<file path="src/hdl/sbls_pkg.sv">
// Shared constants and types for the spectrum band level scaler.
// No dependencies; used by every module under hdl/.
package sbls_pkg;

  // Field widths fixed by the interface.
  localparam int SENS_W  = 10;
  localparam int BAND_W  = 3;
  localparam int LEVEL_W = 11;
  localparam int TOTAL_W = 14;

  localparam logic [SENS_W-1:0]  SENS_RESET = 10'd100;
  localparam logic [LEVEL_W-1:0] LEVEL_MAX  = 11'd2046;
  localparam logic [TOTAL_W-1:0] TOTAL_MAX  = 14'd16383;

  // floor(floor(p/100)*20/100) == floor(p/500)
  localparam int LEVEL_DIV = 500;

  // Parameter defaults for the top level.
  localparam int BAND_COUNT_DEF  = 7;
  localparam int CAL_SWEEPS_DEF  = 10;
  localparam int SAMPLE_BITS_DEF = 10;

  // Per-beat position flags within a sweep.
  typedef struct packed {
    logic first;
    logic last;
  } sbls_tag_t;

endpackage

</file>
<file path="src/hdl/sbls_front.sv">
// Input stage: band/sweep sequencing, baseline store and baseline subtract.
// Depends on sbls_pkg.
module sbls_front #(
  parameter int BAND_COUNT  = sbls_pkg::BAND_COUNT_DEF,
  parameter int CAL_SWEEPS  = sbls_pkg::CAL_SWEEPS_DEF,
  parameter int SAMPLE_BITS = sbls_pkg::SAMPLE_BITS_DEF,
  localparam int BW = $clog2(BAND_COUNT)
) (
  input  logic                   clk,
  input  logic                   rst_n,
  input  logic                   up_valid,
  output logic                   up_ready,
  input  logic [SAMPLE_BITS-1:0] up_sample,
  output logic                   dn_valid,
  input  logic                   dn_ready,
  output logic [SAMPLE_BITS-1:0] dn_diff,
  output logic [BW-1:0]          dn_band,
  output sbls_pkg::sbls_tag_t    dn_tag
);

  localparam int AW  = SAMPLE_BITS + $clog2(CAL_SWEEPS + 1);   // calibration sum
  localparam int SWW = (CAL_SWEEPS > 1) ? $clog2(CAL_SWEEPS) : 1;
  localparam int SC  = AW + $clog2(CAL_SWEEPS);
  localparam longint unsigned MC_L =
    ((64'd1 << SC) + longint'(CAL_SWEEPS) - 64'd1) / longint'(CAL_SWEEPS);
  localparam logic [AW:0] MC = MC_L[AW:0];

  logic [BW-1:0]  band_cnt_r;
  logic [SWW-1:0] sweep_cnt_r;
  logic           cal_r;

  logic                   s1_v_r;
  logic [SAMPLE_BITS-1:0] s1_sample_r;
  logic [BW-1:0]          s1_band_r;
  logic                   s1_last_r;
  logic                   s1_cal_r;
  logic                   s1_final_r;

  logic [AW-1:0] base_r [BAND_COUNT];

  logic                   s2_v_r;
  logic [SAMPLE_BITS-1:0] s2_diff_r;
  logic [BW-1:0]          s2_band_r;
  sbls_pkg::sbls_tag_t    s2_tag_r;

  logic          s2_rdy, s1_adv, acc, in_last, sweep_end;
  logic [AW-1:0] base_rd, cal_sum, base_nxt, sample_ext;
  logic [2*AW:0] cal_prod;
  logic [SAMPLE_BITS-1:0] diff_nxt;

  assign s2_rdy   = !s2_v_r || dn_ready;
  assign s1_adv   = s1_v_r && s2_rdy;
  assign up_ready = !s1_v_r || s2_rdy;
  assign acc      = up_valid && up_ready;

  assign in_last   = (band_cnt_r == BW'(BAND_COUNT - 1));
  assign sweep_end = (sweep_cnt_r == SWW'(CAL_SWEEPS - 1));

  // Calibration: accumulate; on a band's final sweep divide by CAL_SWEEPS
  // through a reciprocal multiply (exact for AW-bit sums).
  assign base_rd    = base_r[s1_band_r];
  assign sample_ext = AW'(s1_sample_r);
  assign cal_sum    = base_rd + sample_ext;
  assign cal_prod   = (2*AW+1)'(cal_sum) * (2*AW+1)'(MC);
  assign base_nxt   = s1_final_r ? AW'(cal_prod >> SC) : cal_sum;

  assign diff_nxt = (sample_ext > base_rd) ? SAMPLE_BITS'(sample_ext - base_rd)
                                           : '0;

  always_ff @(posedge clk) begin
    if (!rst_n) begin
      band_cnt_r  <= '0;
      sweep_cnt_r <= '0;
      cal_r       <= 1'b1;
      s1_v_r      <= 1'b0;
      s2_v_r      <= 1'b0;
      for (int i = 0; i < BAND_COUNT; i++) begin
        base_r[i] <= '0;
      end
    end else begin
      if (acc) begin
        band_cnt_r <= in_last ? '0 : band_cnt_r + 1'b1;
        if (cal_r && in_last) begin
          if (sweep_end) begin
            cal_r       <= 1'b0;
            sweep_cnt_r <= '0;
          end else begin
            sweep_cnt_r <= sweep_cnt_r + 1'b1;
          end
        end
      end
      if (acc) begin
        s1_v_r <= 1'b1;
      end else if (s1_adv) begin
        s1_v_r <= 1'b0;
      end
      if (s1_adv && s1_cal_r) begin
        base_r[s1_band_r] <= base_nxt;
      end
      if (s2_rdy) begin
        s2_v_r <= s1_v_r && !s1_cal_r;
      end
    end
  end

  // Payload, no reset.
  always_ff @(posedge clk) begin
    if (acc) begin
      s1_sample_r <= up_sample;
      s1_band_r   <= band_cnt_r;
      s1_last_r   <= in_last;
      s1_cal_r    <= cal_r;
      s1_final_r  <= cal_r && sweep_end;
    end
    if (s2_rdy) begin
      s2_diff_r      <= diff_nxt;
      s2_band_r      <= s1_band_r;
      s2_tag_r.first <= (s1_band_r == '0);
      s2_tag_r.last  <= s1_last_r;
    end
  end

  assign dn_valid = s2_v_r;
  assign dn_diff  = s2_diff_r;
  assign dn_band  = s2_band_r;
  assign dn_tag   = s2_tag_r;

endmodule

</file>
<file path="src/hdl/sbls_scale.sv">
// Gain stage: diff * sensitivity, then /500 with saturation, two registers.
// Depends on sbls_pkg.
module sbls_scale #(
  parameter int BAND_COUNT  = sbls_pkg::BAND_COUNT_DEF,
  parameter int SAMPLE_BITS = sbls_pkg::SAMPLE_BITS_DEF,
  localparam int BW = $clog2(BAND_COUNT)
) (
  input  logic                         clk,
  input  logic                         rst_n,
  input  logic [sbls_pkg::SENS_W-1:0]  sens,
  input  logic                         up_valid,
  output logic                         up_ready,
  input  logic [SAMPLE_BITS-1:0]       up_diff,
  input  logic [BW-1:0]                up_band,
  input  sbls_pkg::sbls_tag_t          up_tag,
  output logic                         dn_valid,
  input  logic                         dn_ready,
  output logic [sbls_pkg::LEVEL_W-1:0] dn_level,
  output logic [BW-1:0]                dn_band,
  output sbls_pkg::sbls_tag_t          dn_tag
);

  localparam int PW   = SAMPLE_BITS + sbls_pkg::SENS_W;
  localparam int S500 = PW + $clog2(sbls_pkg::LEVEL_DIV);
  localparam longint unsigned M500_L =
    ((64'd1 << S500) + longint'(sbls_pkg::LEVEL_DIV) - 64'd1) /
    longint'(sbls_pkg::LEVEL_DIV);
  localparam logic [PW:0] M500 = M500_L[PW:0];
  localparam int QW = PW + 1 - $clog2(sbls_pkg::LEVEL_DIV);

  logic                s3_v_r;
  logic [PW-1:0]       s3_p_r;
  logic [BW-1:0]       s3_band_r;
  sbls_pkg::sbls_tag_t s3_tag_r;

  logic                         s4_v_r;
  logic [sbls_pkg::LEVEL_W-1:0] s4_level_r;
  logic [BW-1:0]                s4_band_r;
  sbls_pkg::sbls_tag_t          s4_tag_r;

  logic                         s3_rdy, s4_rdy;
  logic [PW-1:0]                p_nxt;
  logic [2*PW:0]                prod500;
  logic [QW-1:0]                q;
  logic [sbls_pkg::LEVEL_W-1:0] level_nxt;

  assign s4_rdy   = !s4_v_r || dn_ready;
  assign s3_rdy   = !s3_v_r || s4_rdy;
  assign up_ready = s3_rdy;

  assign p_nxt   = PW'(up_diff) * PW'(sens);
  assign prod500 = (2*PW+1)'(s3_p_r) * (2*PW+1)'(M500);
  assign q       = QW'(prod500 >> S500);
  assign level_nxt = (32'(q) > 32'(sbls_pkg::LEVEL_MAX)) ? sbls_pkg::LEVEL_MAX
                                                         : sbls_pkg::LEVEL_W'(q);

  always_ff @(posedge clk) begin
    if (!rst_n) begin
      s3_v_r <= 1'b0;
      s4_v_r <= 1'b0;
    end else begin
      if (s3_rdy) begin
        s3_v_r <= up_valid;
      end
      if (s4_rdy) begin
        s4_v_r <= s3_v_r;
      end
    end
  end

  always_ff @(posedge clk) begin
    if (s3_rdy) begin
      s3_p_r    <= p_nxt;
      s3_band_r <= up_band;
      s3_tag_r  <= up_tag;
    end
    if (s4_rdy) begin
      s4_level_r <= level_nxt;
      s4_band_r  <= s3_band_r;
      s4_tag_r   <= s3_tag_r;
    end
  end

  assign dn_valid = s4_v_r;
  assign dn_level = s4_level_r;
  assign dn_band  = s4_band_r;
  assign dn_tag   = s4_tag_r;

endmodule

</file>
<file path="src/hdl/sbls_accum.sv">
// Sweep accumulator: running total, average on the last band, output register.
// Depends on sbls_pkg.
module sbls_accum #(
  parameter int BAND_COUNT = sbls_pkg::BAND_COUNT_DEF,
  localparam int BW = $clog2(BAND_COUNT)
) (
  input  logic                         clk,
  input  logic                         rst_n,
  input  logic                         up_valid,
  output logic                         up_ready,
  input  logic [sbls_pkg::LEVEL_W-1:0] up_level,
  input  logic [BW-1:0]                up_band,
  input  sbls_pkg::sbls_tag_t          up_tag,
  output logic                         out_valid,
  input  logic                         out_ready,
  output logic [sbls_pkg::BAND_W-1:0]  out_band,
  output logic [sbls_pkg::LEVEL_W-1:0] out_level,
  output logic [sbls_pkg::TOTAL_W-1:0] out_total_volume,
  output logic [sbls_pkg::LEVEL_W-1:0] out_average_volume,
  output logic                         out_last_band
);

  localparam int TW = sbls_pkg::TOTAL_W;
  localparam int LW = sbls_pkg::LEVEL_W;
  localparam int S7 = TW + $clog2(BAND_COUNT);
  localparam longint unsigned M7_L =
    ((64'd1 << S7) + longint'(BAND_COUNT) - 64'd1) / longint'(BAND_COUNT);
  localparam logic [TW:0] M7 = M7_L[TW:0];

  logic [TW-1:0] total_r;

  logic          s5_v_r;
  logic [LW-1:0] s5_level_r;
  logic [TW-1:0] s5_total_r;
  logic [BW-1:0] s5_band_r;
  logic          s5_last_r;

  logic                         o_v_r;
  logic [sbls_pkg::BAND_W-1:0]  o_band_r;
  logic [LW-1:0]                o_level_r;
  logic [TW-1:0]                o_total_r;
  logic [LW-1:0]                o_avg_r;
  logic                         o_last_r;

  logic          o_rdy, s5_rdy, up_acc;
  logic [TW:0]   sum;
  logic [TW-1:0] total_nxt;
  logic [2*TW:0] prod7;
  logic [LW-1:0] avg_nxt;

  assign o_rdy    = !o_v_r || out_ready;
  assign s5_rdy   = !s5_v_r || o_rdy;
  assign up_ready = s5_rdy;
  assign up_acc   = up_valid && s5_rdy;

  // Running total restarts on band 0, saturates at the field maximum.
  assign sum       = (up_tag.first ? '0 : (TW+1)'(total_r)) + (TW+1)'(up_level);
  assign total_nxt = (sum > (TW+1)'(sbls_pkg::TOTAL_MAX)) ? sbls_pkg::TOTAL_MAX
                                                          : TW'(sum);

  // total / BAND_COUNT by reciprocal multiply
  assign prod7   = (2*TW+1)'(s5_total_r) * (2*TW+1)'(M7);
  assign avg_nxt = s5_last_r ? LW'(prod7 >> S7) : '0;

  always_ff @(posedge clk) begin
    if (!rst_n) begin
      total_r <= '0;
      s5_v_r  <= 1'b0;
      o_v_r   <= 1'b0;
    end else begin
      if (up_acc) begin
        total_r <= total_nxt;
      end
      if (s5_rdy) begin
        s5_v_r <= up_valid;
      end
      if (o_rdy) begin
        o_v_r <= s5_v_r;
      end
    end
  end

  always_ff @(posedge clk) begin
    if (s5_rdy) begin
      s5_level_r <= up_level;
      s5_total_r <= total_nxt;
      s5_band_r  <= up_band;
      s5_last_r  <= up_tag.last;
    end
    if (o_rdy) begin
      o_band_r  <= sbls_pkg::BAND_W'(s5_band_r);
      o_level_r <= s5_level_r;
      o_total_r <= s5_total_r;
      o_avg_r   <= avg_nxt;
      o_last_r  <= s5_last_r;
    end
  end

  assign out_valid          = o_v_r;
  assign out_band           = o_band_r;
  assign out_level          = o_level_r;
  assign out_total_volume   = o_total_r;
  assign out_average_volume = o_avg_r;
  assign out_last_band      = o_last_r;

endmodule

</file>
<file path="src/hdl/spectrum_band_level_scaler.sv">
// Top level of the spectrum band level scaler.
// Depends on sbls_pkg, sbls_front, sbls_scale, sbls_accum.
//
// Usage:
//   Input channel (in_valid/in_ready/in_adc_sample): one converter sample per
//   beat, bands in fixed cyclic order starting at band 0 after reset.
//   Output channel (out_valid/out_ready/out_*): one beat per sample once
//   calibration is done, carrying band index, level, running sweep total and,
//   on the last band, the sweep average (zero on other bands).
//   Config port (cfg_wr_en/cfg_wr_data): sensitivity in hundredths, written
//   in the cycle cfg_wr_en is high; change it only while the block is idle.
// Reset (rst_n low, synchronous): band and sweep counters cleared, baselines
//   zeroed, sensitivity back to 100, pipeline emptied. The first CAL_SWEEPS
//   sweeps are calibration: they are consumed and give no output beat.
// Timing: six-register pipeline (input, subtract, multiply, /500, total,
//   output). One beat per cycle sustained while out_ready stays high;
//   each stage's ready looks only at the stage after it, so bubbles are
//   absorbed and a held output does not block input until all stages are
//   full. With out_ready low the output beat holds.
module spectrum_band_level_scaler #(
  parameter int BAND_COUNT  = sbls_pkg::BAND_COUNT_DEF,
  parameter int CAL_SWEEPS  = sbls_pkg::CAL_SWEEPS_DEF,
  parameter int SAMPLE_BITS = sbls_pkg::SAMPLE_BITS_DEF
) (
  input  logic                         clk,
  input  logic                         rst_n,
  input  logic                         cfg_wr_en,
  input  logic [sbls_pkg::SENS_W-1:0]  cfg_wr_data,
  input  logic                         in_valid,
  output logic                         in_ready,
  input  logic [SAMPLE_BITS-1:0]       in_adc_sample,
  output logic                         out_valid,
  input  logic                         out_ready,
  output logic [sbls_pkg::BAND_W-1:0]  out_band,
  output logic [sbls_pkg::LEVEL_W-1:0] out_level,
  output logic [sbls_pkg::TOTAL_W-1:0] out_total_volume,
  output logic [sbls_pkg::LEVEL_W-1:0] out_average_volume,
  output logic                         out_last_band
);

  localparam int BW = $clog2(BAND_COUNT);

  // Sensitivity register.
  logic [sbls_pkg::SENS_W-1:0] sens_r;

  always_ff @(posedge clk) begin
    if (!rst_n) begin
      sens_r <= sbls_pkg::SENS_RESET;
    end else if (cfg_wr_en) begin
      sens_r <= cfg_wr_data;
    end
  end

  // front -> scale
  logic                   fs_valid, fs_ready;
  logic [SAMPLE_BITS-1:0] fs_diff;
  logic [BW-1:0]          fs_band;
  sbls_pkg::sbls_tag_t    fs_tag;

  // scale -> accum
  logic                         sa_valid, sa_ready;
  logic [sbls_pkg::LEVEL_W-1:0] sa_level;
  logic [BW-1:0]                sa_band;
  sbls_pkg::sbls_tag_t          sa_tag;

  // Sequencing, calibration and baseline subtract.
  sbls_front #(
    .BAND_COUNT  (BAND_COUNT),
    .CAL_SWEEPS  (CAL_SWEEPS),
    .SAMPLE_BITS (SAMPLE_BITS)
  ) u_front (
    .clk       (clk),
    .rst_n     (rst_n),
    .up_valid  (in_valid),
    .up_ready  (in_ready),
    .up_sample (in_adc_sample),
    .dn_valid  (fs_valid),
    .dn_ready  (fs_ready),
    .dn_diff   (fs_diff),
    .dn_band   (fs_band),
    .dn_tag    (fs_tag)
  );

  // Gain and fixed /500 scaling.
  sbls_scale #(
    .BAND_COUNT  (BAND_COUNT),
    .SAMPLE_BITS (SAMPLE_BITS)
  ) u_scale (
    .clk      (clk),
    .rst_n    (rst_n),
    .sens     (sens_r),
    .up_valid (fs_valid),
    .up_ready (fs_ready),
    .up_diff  (fs_diff),
    .up_band  (fs_band),
    .up_tag   (fs_tag),
    .dn_valid (sa_valid),
    .dn_ready (sa_ready),
    .dn_level (sa_level),
    .dn_band  (sa_band),
    .dn_tag   (sa_tag)
  );

  // Sweep total, average and output register.
  sbls_accum #(
    .BAND_COUNT (BAND_COUNT)
  ) u_accum (
    .clk                (clk),
    .rst_n              (rst_n),
    .up_valid           (sa_valid),
    .up_ready           (sa_ready),
    .up_level           (sa_level),
    .up_band            (sa_band),
    .up_tag             (sa_tag),
    .out_valid          (out_valid),
    .out_ready          (out_ready),
    .out_band           (out_band),
    .out_level          (out_level),
    .out_total_volume   (out_total_volume),
    .out_average_volume (out_average_volume),
    .out_last_band      (out_last_band)
  );

endmodule

</file>
<file path="config.mk">
export PLATFORM = sky130hd
export DESIGN_NAME = spectrum_band_level_scaler
export DESIGN_NICKNAME = d
export VERILOG_FILES = /design/src/hdl/sbls_pkg.sv /design/src/hdl/sbls_front.sv /design/src/hdl/sbls_scale.sv /design/src/hdl/sbls_accum.sv /design/src/hdl/spectrum_band_level_scaler.sv
export SDC_FILE = /design/constraint.sdc
export NUM_CORES = 1
export LEC_CHECK = 0
export ABC_AREA = 1
export CAP_MARGIN = 20
export CORE_MARGIN = 8
export CORE_UTILIZATION = 62
export CTS_CLUSTER_SIZE = 30
export DETAILED_ROUTE_END_ITERATION = 10
export DONT_BUFFER_PORTS = 1
export PLACE_DENSITY = 0.78
export SLEW_MARGIN = 15
export SYNTH_ARGS = -nofsm -noshare
export SYNTH_HDL_FRONTEND = slang
export SYNTH_HIERARCHICAL = 1
export SYNTH_SLANG_ARGS = --single-unit
</file>
<file path="constraint.sdc">
create_clock -name clk -period 8.3 [get_ports clk]
set_clock_uncertainty 0.05 [all_clocks]
set_input_delay 1.66 -clock clk [delete_from_list [all_inputs] [get_ports clk]]
set_output_delay 1.66 -clock clk [all_outputs]
set_load 0.1 [all_outputs]
</file>
After elaboration in Yosys (flattened, before gate mapping)
Memories as Yosys holds them, arrays and structs flattened. A register that Yosys moved wholly into a read port is not among the register bits.
Cells that the tools add are included.
{"block": "word_totals", "ff_bits": 179, "mem_bits_rw": 98, "output_inout_bits": 42, "mem_count": 1}
{"block": "op_classes", "add_sub_neg": 5, "n_mul": 4, "magnitude_cmp": 3, "n_eq_ne": 2, "mux": 15, "n_reduce_logical": 25}
{"name": "u_front.base_r", "words": 7, "width": 14, "read_ports": 1, "rd_ports_with_merged_regs": 1, "wr": 7, "line": "sbls_front.sv:39", "text": "logic [AW-1:0] base_r [BAND_COUNT];"}
{"op": "14-bit two-way mux", "n": 4}
{"op": "20-bit by 20-bit multiplier with 40-bit output, second input constant", "n": 1}
{"op": "14-bit by 15-bit multiplier with 29-bit output, second input constant", "n": 1}
{"op": "14-bit by 15-bit multiplier with 28-bit output, second input constant", "n": 1}
{"op": "10-bit by 10-bit multiplier with 20-bit output", "n": 1}
{"op": "15-bit by 11-bit adder with 15-bit output", "n": 1}
{"op": "15-bit by 14-bit greater-than comparator with 1-bit output, second input constant", "n": 1}
{"op": "14-bit by 10-bit adder with 14-bit output", "n": 1}
{"op": "10-bit by 14-bit greater-than comparator with 1-bit output", "n": 1}
{"op": "14-bit OR reduction", "n": 1}
{"op": "12-bit by 11-bit greater-than comparator with 1-bit output, second input constant", "n": 1}
{"op": "10-bit subtractor", "n": 1}
{"op": "3-bit two-way mux", "n": 3}
{"op": "1-bit logical AND", "n": 7}
{"op": "1-bit logical NOT", "n": 7}
{"op": "1-bit two-way mux", "n": 7}
{"op": "1-bit logical OR", "n": 6}
{"op": "4-bit by 1-bit adder with 4-bit output, second input constant", "n": 1}
{"op": "4-bit equality test, second input constant", "n": 1}
{"op": "4-bit two-way mux", "n": 1}
{"op": "3-bit by 1-bit adder with 3-bit output, second input constant", "n": 1}
{"op": "3-bit equality test, second input constant", "n": 1}
{"op": "3-bit logical NOT", "n": 1}
{"op": "3-bit AND reduction", "n": 1}
{"op": "other kinds (2)", "n": 2}

Logic depth before layout (Yosys ltp)
Gate-level depths: netlist of run 1.
{"block": "logic_depth", "ltp_word": 13, "ltp_mapped": 46, "ltp_nobuf": 43}

By module
The synthesis of run 1 kept the hierarchy.
{"module": "sbls_front", "n_inst": 1, "cells_per_inst": 1439, "area_per_inst_um2": 11883.9, "seq_area_each_um2": 4414.2}
{"module": "sbls_scale", "n_inst": 1, "cells_per_inst": 1470, "area_per_inst_um2": 11457.2, "seq_area_each_um2": 1271.2}
{"module": "sbls_accum", "n_inst": 1, "cells_per_inst": 791, "area_per_inst_um2": 6718.9, "seq_area_each_um2": 2392.3}
{"module": "spectrum_band_level_scaler", "n_inst": 1, "cells_per_inst": 58, "area_per_inst_um2": 409.1, "seq_area_each_um2": 200.2}

Worst setup path before layout of run 1
Ideal clock, no wire load.
{"block": "synth_path", "kind": "reg2reg", "startpoint": "register (tool-made name)", "endpoint": "memory u_front/base_r[5][0] in the netlist's numbering (data pin)", "arrival_time_ps": 6910, "t_required_ps": 7987, "slack_ps": 1077, "stages_incl_launch_ff": 43, "cell_sequence": "dfxtp_1 inv_2 buf_2 buf_6 clkbuf_1 nor2_1 o22ai_1 nand2_1 o21ai_0 inv_1 ha_1 buf_4 inv_2 a21oi_1 nand2_1 nand2_1 nand3_1 nand2_1 [7 not listed] fa_1 fa_1 fa_1 inv_1 fa_1 inv_1 fa_1 inv_1 ha_1 nand2_1 nor2_1 nand3_1 nor2_1 nand3_1 nand3_1 nand3_1 nand3_1 inv_1"}
{"element": "end: declaration", "line": "sbls_front.sv:39"}

==> run_results.csv, run 1 <==
group,metric,value,unit
sta,holdWs,364,ps
synth,syn_inst,3758,
sta,maxSlewHeadroom,26.4,%
synth,yosysWarnings,6,
floorplan,die-area,56500,um2
synth,syn-mean-instance-area,8.11,um2
synth,syn-num-nets,4474,
grt,gr-usage-met2,43.8,%
detailed_routing,ant_nets,0,
placed_design,io_buffers,0,
synth,ys_ff_latch,294,
placed_design,gp_congestion,0.979,
worst_setup_path,crit_type,"reg2reg",
cts,cts_sinks,294,
synth,ys_types,47,
grt,grt_pass1_vias,23500,
detailed_routing,drcViolationCount,0,
floorplan,io-pin-count,67,
detailed_routing,num_vias,23700,
cts,cts_htree_levels,1,
grt,grt_pass1_wl,118000,um
finish,nets,4472,
run,drv_cap,0,
worst_hold_path,hp-class,"reg2reg",
cts,numCtsBuffers,31,
synth,synth_ff_type,"edfxtp_1",
synth,syn_area,30500,um2
placed_design,place_hpwl,57400,um
worst_setup_path,worstPathMaxFanout,28,
worst_setup_path,crit_path_end_kind,"flip-flop",
synth,synth_xor_area_share,0.920,%
detailed_routing,drt_pass1_iterations,6,
sta,report.final.slew_viol_count,0,
sta,fmax,0.127,GHz
synth,synth_mux_area_share,0,%
floorplan,start_util,62.5,%
sta,setup_viol,0,
synth,async_reset_ff_share,0,%
floorplan,fp.dieH,238,um
cts,clk_latency,610,ps
grt,grtUsageMet3,3.28,%
synth,ys_seq_area_share,27.2,%
cts,cts_tree,"built",
grt,grt.total_usage,25.5,%
sta,tightest_slew,1100,ps
detailed_routing,wl,71500,um
finish,drive_gt1_share,4.92,%
grt,grt.busiest_layer,"met2",
cts,root_buffer,"clkbuf_16",
sta,fin_crit_sh,94.5,%
floorplan,die_w,238,um
status,status,"finished clean",
worst_setup_path,required,8580,ps
floorplan,fp-row-count,81,
worst_setup_path,critical_path.top_delay_family,"adder cells",
worst_setup_path,crit_path_start_kind,"flip-flop",
grt,grt_max_degree,48,
finish,area_growth,6.33,%
synth,synth-edff-count,239,
sta,fin_crit,7840,ps
worst_setup_path,timing.critical_path.buf_inv,10,
synth,synthAdderAreaFrac,34.2,%
detailed_routing,drt_iter0_markers,1939,
cts,cts.reportedPaths.clkPinSlew,70,ps
grt,antenna_found_initial,4,
floorplan,coreArea,48700,um2
synth,synth_simple_gate_area_share,20.1,%
detailed_routing,avgViaCountPerCell,5.34,
detailed_routing,wl_per_cell,16.1,um
grt,grt-ovfl-total,0,
grt,gr-usage-met1,33.7,%
synth,synth_top_family_by_area,"adder cells",
sta,final_hold_viol_count,0,
synth,synth-compound-area-share,5.59,%
cts,clock_path_buffers,3,
worst_setup_path,max_stage_delay,540,ps
worst_setup_path,arrival,8120,ps
worst_setup_path,cpMaxStageDelayCell,"fa_1",
## final cells by class
type	count	area (um2)
Fill cell	4014	16400
Multi-Input combinational cell	2505	18600
Clock inverter	18	198
Antenna cell	1	2.50
Timing Repair Buffer	31	248
Sequential cell	294	8280
Clock buffer	40	871
Tap cell	664	831
Inverter	893	3360
## cell families after synthesis
kind of cell	count (synthesis)
flip-flops	294
adder cells (fa/ha/maj)	691
buffers and inverters	959
AO/OA/AOI/OAI	315
XOR/XNOR	32
AND/OR/NAND/NOR	1467
## synth_stat cells, types with 3 or more instances
| cell type | instances | area share, % |
|---|---|---|
| clkinv_1 | 3 | 0.037 |
| o21ai_0 | 120 | 2.0 |
| inv_1 | 884 | 11 |
| nand3b_1 | 9 | 0.22 |
| buf_2 | 9 | 0.15 |
| edfxtp_1 | 239 | 24 |
| inv_2 | 6 | 0.074 |
| buf_6 | 3 | 0.11 |
| or2_2 | 10 | 0.21 |
| nor2_4 | 5 | 0.18 |
| nor3_1 | 30 | 0.49 |
| and2_1 | 4 | 0.082 |
| a31oi_1 | 12 | 0.25 |
| nor2_1 | 340 | 4.2 |
| clkbuf_1 | 47 | 0.58 |
| nand3_1 | 142 | 2.3 |
| fa_1 | 238 | 16 |
| o21bai_1 | 13 | 0.32 |
| ha_1 | 453 | 19 |
| dfxtp_1 | 55 | 3.6 |
| nor3_2 | 4 | 0.13 |
| nor2_2 | 14 | 0.29 |
| nand4_1 | 29 | 0.60 |
| nand2_1 | 839 | 10 |
| a21oi_2 | 4 | 0.11 |
| o22ai_1 | 21 | 0.43 |
| o21ai_2 | 3 | 0.086 |
| a21oi_1 | 127 | 2.1 |
| nor3b_1 | 4 | 0.099 |
| buf_4 | 3 | 0.074 |
| nand2_2 | 23 | 0.47 |
| o21ai_1 | 5 | 0.082 |
| xor2_1 | 17 | 0.49 |
| xnor2_1 | 15 | 0.43 |
| nand3_2 | 9 | 0.30 |
## cell usage in the layout, fill, tap and decap left out, types with 12 or more instances in the layout
cell	count
nor3_1	30
dfxtp_1	54
xor2_1	17
nand3_1	140
inv_1	884
nand4_1	29
o21ai_0	114
a21oi_1	125
ha_1	452
nand2_2	31
xnor2_1	15
nand2_1	830
clkbuf_16	32
o22ai_1	21
nor2_2	13
a31oi_1	12
o21bai_1	13
edfxtp_1	239
buf_4	27
nor2_1	338
fa_1	238
## final timing paths
path	from	slack [ps]	cells after the start	to
max reg2reg	flip-flop	460	39	u_front/base_r[4][5]$_SDFFCE_PN0P_
min	u_scale/s3_band_r[1]$_DFFE_PP_	360	0	u_scale/dn_band[1]$_DFFE_PP_
min reg2reg	u_scale/s3_band_r[1]$_DFFE_PP_	360	0	u_scale/dn_band[1]$_DFFE_PP_
max	flip-flop	460	39	u_front/base_r[4][5]$_SDFFCE_PN0P_
## stage by stage
stage	worst slack [ps]	utilization, %	instances	setup TNS (ps)	cell area [um2]
after global placement	384	63.9	4379	0	31200
after CTS	194	66.1	4437	0	32200
after global routing	-12.1	66.5	4445	-18.8	32400
final	455	66.5	4446	0	32400
after floorplan	1080	-	3758	0	30500
after detailed placement	287	63.9	4379	0	31200
## worst register-to-register path, delay by kind of cell (launching register included)
family	cells	cell delay (ps)
flops	1	400
simple gates	17	1760
buf+inv	10	940
fa+ha+maj	8	3720
compound gates	4	710
## repair_timing
action                     in CTS  in global routing
hold buffers                    0                  0
setup buffers                   0                  8
resized for setup               0                 34
setup endpoints to repair       0                 88
## metal layers
layer,vias up,wire [um]
met3,138,4580
met4,0,2050
met1,11100,31100
met5,-,0
li1,11700,-
met2,783,33800
## registers in the layout (all words and copies together) (netlist names), 3 cells and up, named ones only
name and count:
u_front/base_r 112, u_scale/s3_p_r 20, u_accum/out_total_volume 14, u_accum/s5_total_r 14, u_accum/total_r 14, u_accum/out_average_volume 11, u_accum/out_level 11, u_accum/s5_level_r 11
u_scale/dn_level 11, sens_r 10, u_front/dn_diff 10, u_front/s1_sample_r 10, u_front/sweep_cnt_r 4, u_accum/out_band 3, u_accum/s5_band_r 3, u_front/band_cnt_r 3
u_front/dn_band 3, u_front/s1_band_r 3, u_scale/dn_band 3, u_scale/s3_band_r 3
Power of run 1 is left out: the tool's default activity adds up to more than one toggle a clock period on the data nets, which glitch-free logic cannot reach.
==> inputs of run 2 (changes only) <==
--- a/config.mk
+++ b/config.mk
@@ -13,6 +13,7 @@
 export DETAILED_ROUTE_END_ITERATION = 10
 export DONT_BUFFER_PORTS = 1
 export PLACE_DENSITY = 0.78
+export REMOVE_ABC_BUFFERS = 1
 export SLEW_MARGIN = 15
 export SYNTH_ARGS = -nofsm -noshare
 export SYNTH_HDL_FRONTEND = slang
==> run_results.csv, run 2 (synthesis gave the netlist of run 1 again) <==
group,metric,value,unit
grt,grt_pass1_wl,118000,um
cts,clk_latency,550,ps
worst_setup_path,reg2reg_depth,39,
detailed_routing,drt_iter0_markers,1905,
cts,numCtsBuffers,34,
floorplan,die-area,56500,um2
finish,drive_gt1_share,4.34,%
grt,grt_max_degree,57,
sta,tns,0,ps
finish,nets,4465,
cts,cts_tree,"built",
finish,largest_reg_flops,112,
worst_setup_path,crit_path_start_kind,"flip-flop",
cts,root_buffer,"clkbuf_16",
worst_setup_path,arrival,8050,ps
placed_design,io_buffers,0,
sta,fin_crit_sh,94.3,%
finish,fillers,3940,
detailed_routing,avgViaCountPerCell,5.36,
grt,grt_pass1_vias,23300,
grt,grt.total_usage,25.8,%
sta,fmax,0.128,GHz
run,drv_cap,0,
floorplan,io-pin-count,67,
cts,cts.reportedPaths.clkPinSlew,60,ps
sta,rsz0062_at_grt,"no",
cts,cts_htree_levels,2,
finish,final_cell_mix,"inv_1, nand2_1, ha_1",
sta,final_hold_viol_count,0,
detailed_routing,ant_nets,0,
finish,fin_area,32300,um2
worst_setup_path,timing.critical_path.mode_cell,"nand2_1",
floorplan,start_util,62.5,%
grt,grt-ovfl-total,0,
detailed_routing,drt_pass1_iterations,8,
sta,setup_viol,0,
cts,postCtsHoldBufs,0,
sta,maxSlewHeadroom,26.2,%
worst_setup_path,worstPathMaxFanout,18,
worst_hold_path,hp-class,"reg2reg",
grt,antenna_found_initial,3,
worst_setup_path,crit_path_end_kind,"flip-flop",
detailed_routing,wl,72900,um
placed_design,gp_congestion,0.977,
worst_setup_path,required,8530,ps
detailed_routing,num_vias,23800,
status,status,"finished clean",
floorplan,coreArea,48700,um2
floorplan,die_w,238,um
worst_setup_path,cpMaxStageDelayCell,"fa_1",
worst_setup_path,crit_type,"reg2reg",
sta,tightest_slew,1100,ps
sta,report.final.slew_viol_count,0,
floorplan,fp-row-count,81,
sta,fin_crit,7820,ps
worst_setup_path,max_stage_delay,520,ps
worst_setup_path,rrSetupSlack,480,ps
cts,clock_path_buffers,3,
sta,holdWs,366,ps
finish,max_flop_register,"u_front/base_r",
cts,cts_sinks,294,
detailed_routing,drcViolationCount,0,
floorplan,fp.dieH,238,um
finish,final_common_cell,"inv_1",
worst_setup_path,crit_end,"u_front/base_r[5][6]$_DFFE_PP_",
worst_setup_path,r2r_end,"u_front/base_r[5][6]$_DFFE_PP_",
detailed_routing,wl_per_cell,16.4,um
placed_design,place_hpwl,57900,um
finish,area_growth,6.05,%
finish,top_regs,"u_front/base_r x112, u_scale/s3_p_r x20",
placed_design,dpl_cell_area,31200,um2
run 2: cell types whose count changed in the layout (fill, tap and decap cells not counted), moves of 3 or more:
cell | previous run | this run
clkinv_2 | 10 | 6
buf_6 | 4 | 1
nand2_1 | 830 | 835
nand2_2 | 31 | 27
clkinv_1 | 2 | 5
clkbuf_16 | 32 | 36
clkbuf_1 | 4 | 8
nor2_4 | 8 | 5
buf_4 | 27 | 17
run 2: area by class of cell:
class / count / area [um2] / area share (%)
clock buffers: 45 / 933 / 2.89
inverters: 893 / 3350 / 10.4
clock inverters: 17 / 153 / 0.472
diodes: 1 / 2.50 / 0.00774
repair buffers: 21 / 204 / 0.631
multi-input cells: 2505 / 18600 / 57.4
flip-flops and latches: 294 / 8280 / 25.6
well taps: 664 / 831 / 2.57
run 2: per-layer routing:
| layer | global-route usage, % | share of wire (%) | up-vias |
|---|---|---|---|
| met4 | 9.02 | 3.4 | 0 |
| met5 | 0 | 0 | - |
| li1 | - | - | 11700 |
| met2 | 43.4 | 46 | 840 |
| met3 | 3.66 | 6.7 | 148 |
| met1 | 33.9 | 43 | 11100 |
run 2: repair_timing:
item,in CTS,in global routing
buffers inserted,0,0
setup endpoints to repair,0,83
resized for setup,0,16
run 2: how the worst min path moves through the flow:
| stage | start | end | slack (ps) | cells past startpoint |
|---|---|---|---|---|
| after floorplan | u_accum/s5_band_r[0]$_DFFE_PN_ | u_accum/out_band[0]$_DFFE_PP_ | 350 | 0 |
| after global placement | u_front/s1_last_r$_DFFE_PP_ | u_front/dn_tag[0]$_DFFE_PP_ | 350 | 0 |
| after detailed placement | u_scale/s3_band_r[0]$_DFFE_PP_ | u_scale/dn_band[0]$_DFFE_PP_ | 350 | 0 |
| after CTS | u_front/s1_last_r$_DFFE_PP_ | u_front/dn_tag[0]$_DFFE_PP_ | 370 | 0 |
| after global routing | u_scale/s3_band_r[0]$_DFFE_PP_ | u_scale/dn_band[0]$_DFFE_PP_ | 370 | 0 |
| final | u_accum/s5_level_r[7]$_DFFE_PN_ | u_accum/out_level[7]$_DFFE_PP_ | 370 | 0 |
run 2: critical path, delay by kind of cell, from the launching register on:
kind                       cells  cell delay [ps]
adders and majority gates      8             3550
DFF                            1              350
and+or+nand+nor               15             1590
buffers and inverters         11              900
AOI/OAI and AO/OA              5             1130
run 2: metrics by stage:
step / cells / util (%) / setup slack (ps)
detailed placement: 4376 / 64.0 / 335
finish: 4440 / 66.3 / 477
global route: 4440 / 66.3 / 13.7
CTS: 4438 / 66.2 / 308
global placement: 4375 / 63.9 / 413
floorplan: 3692 / - / 182
Power of run 2 is left out for the same reason.
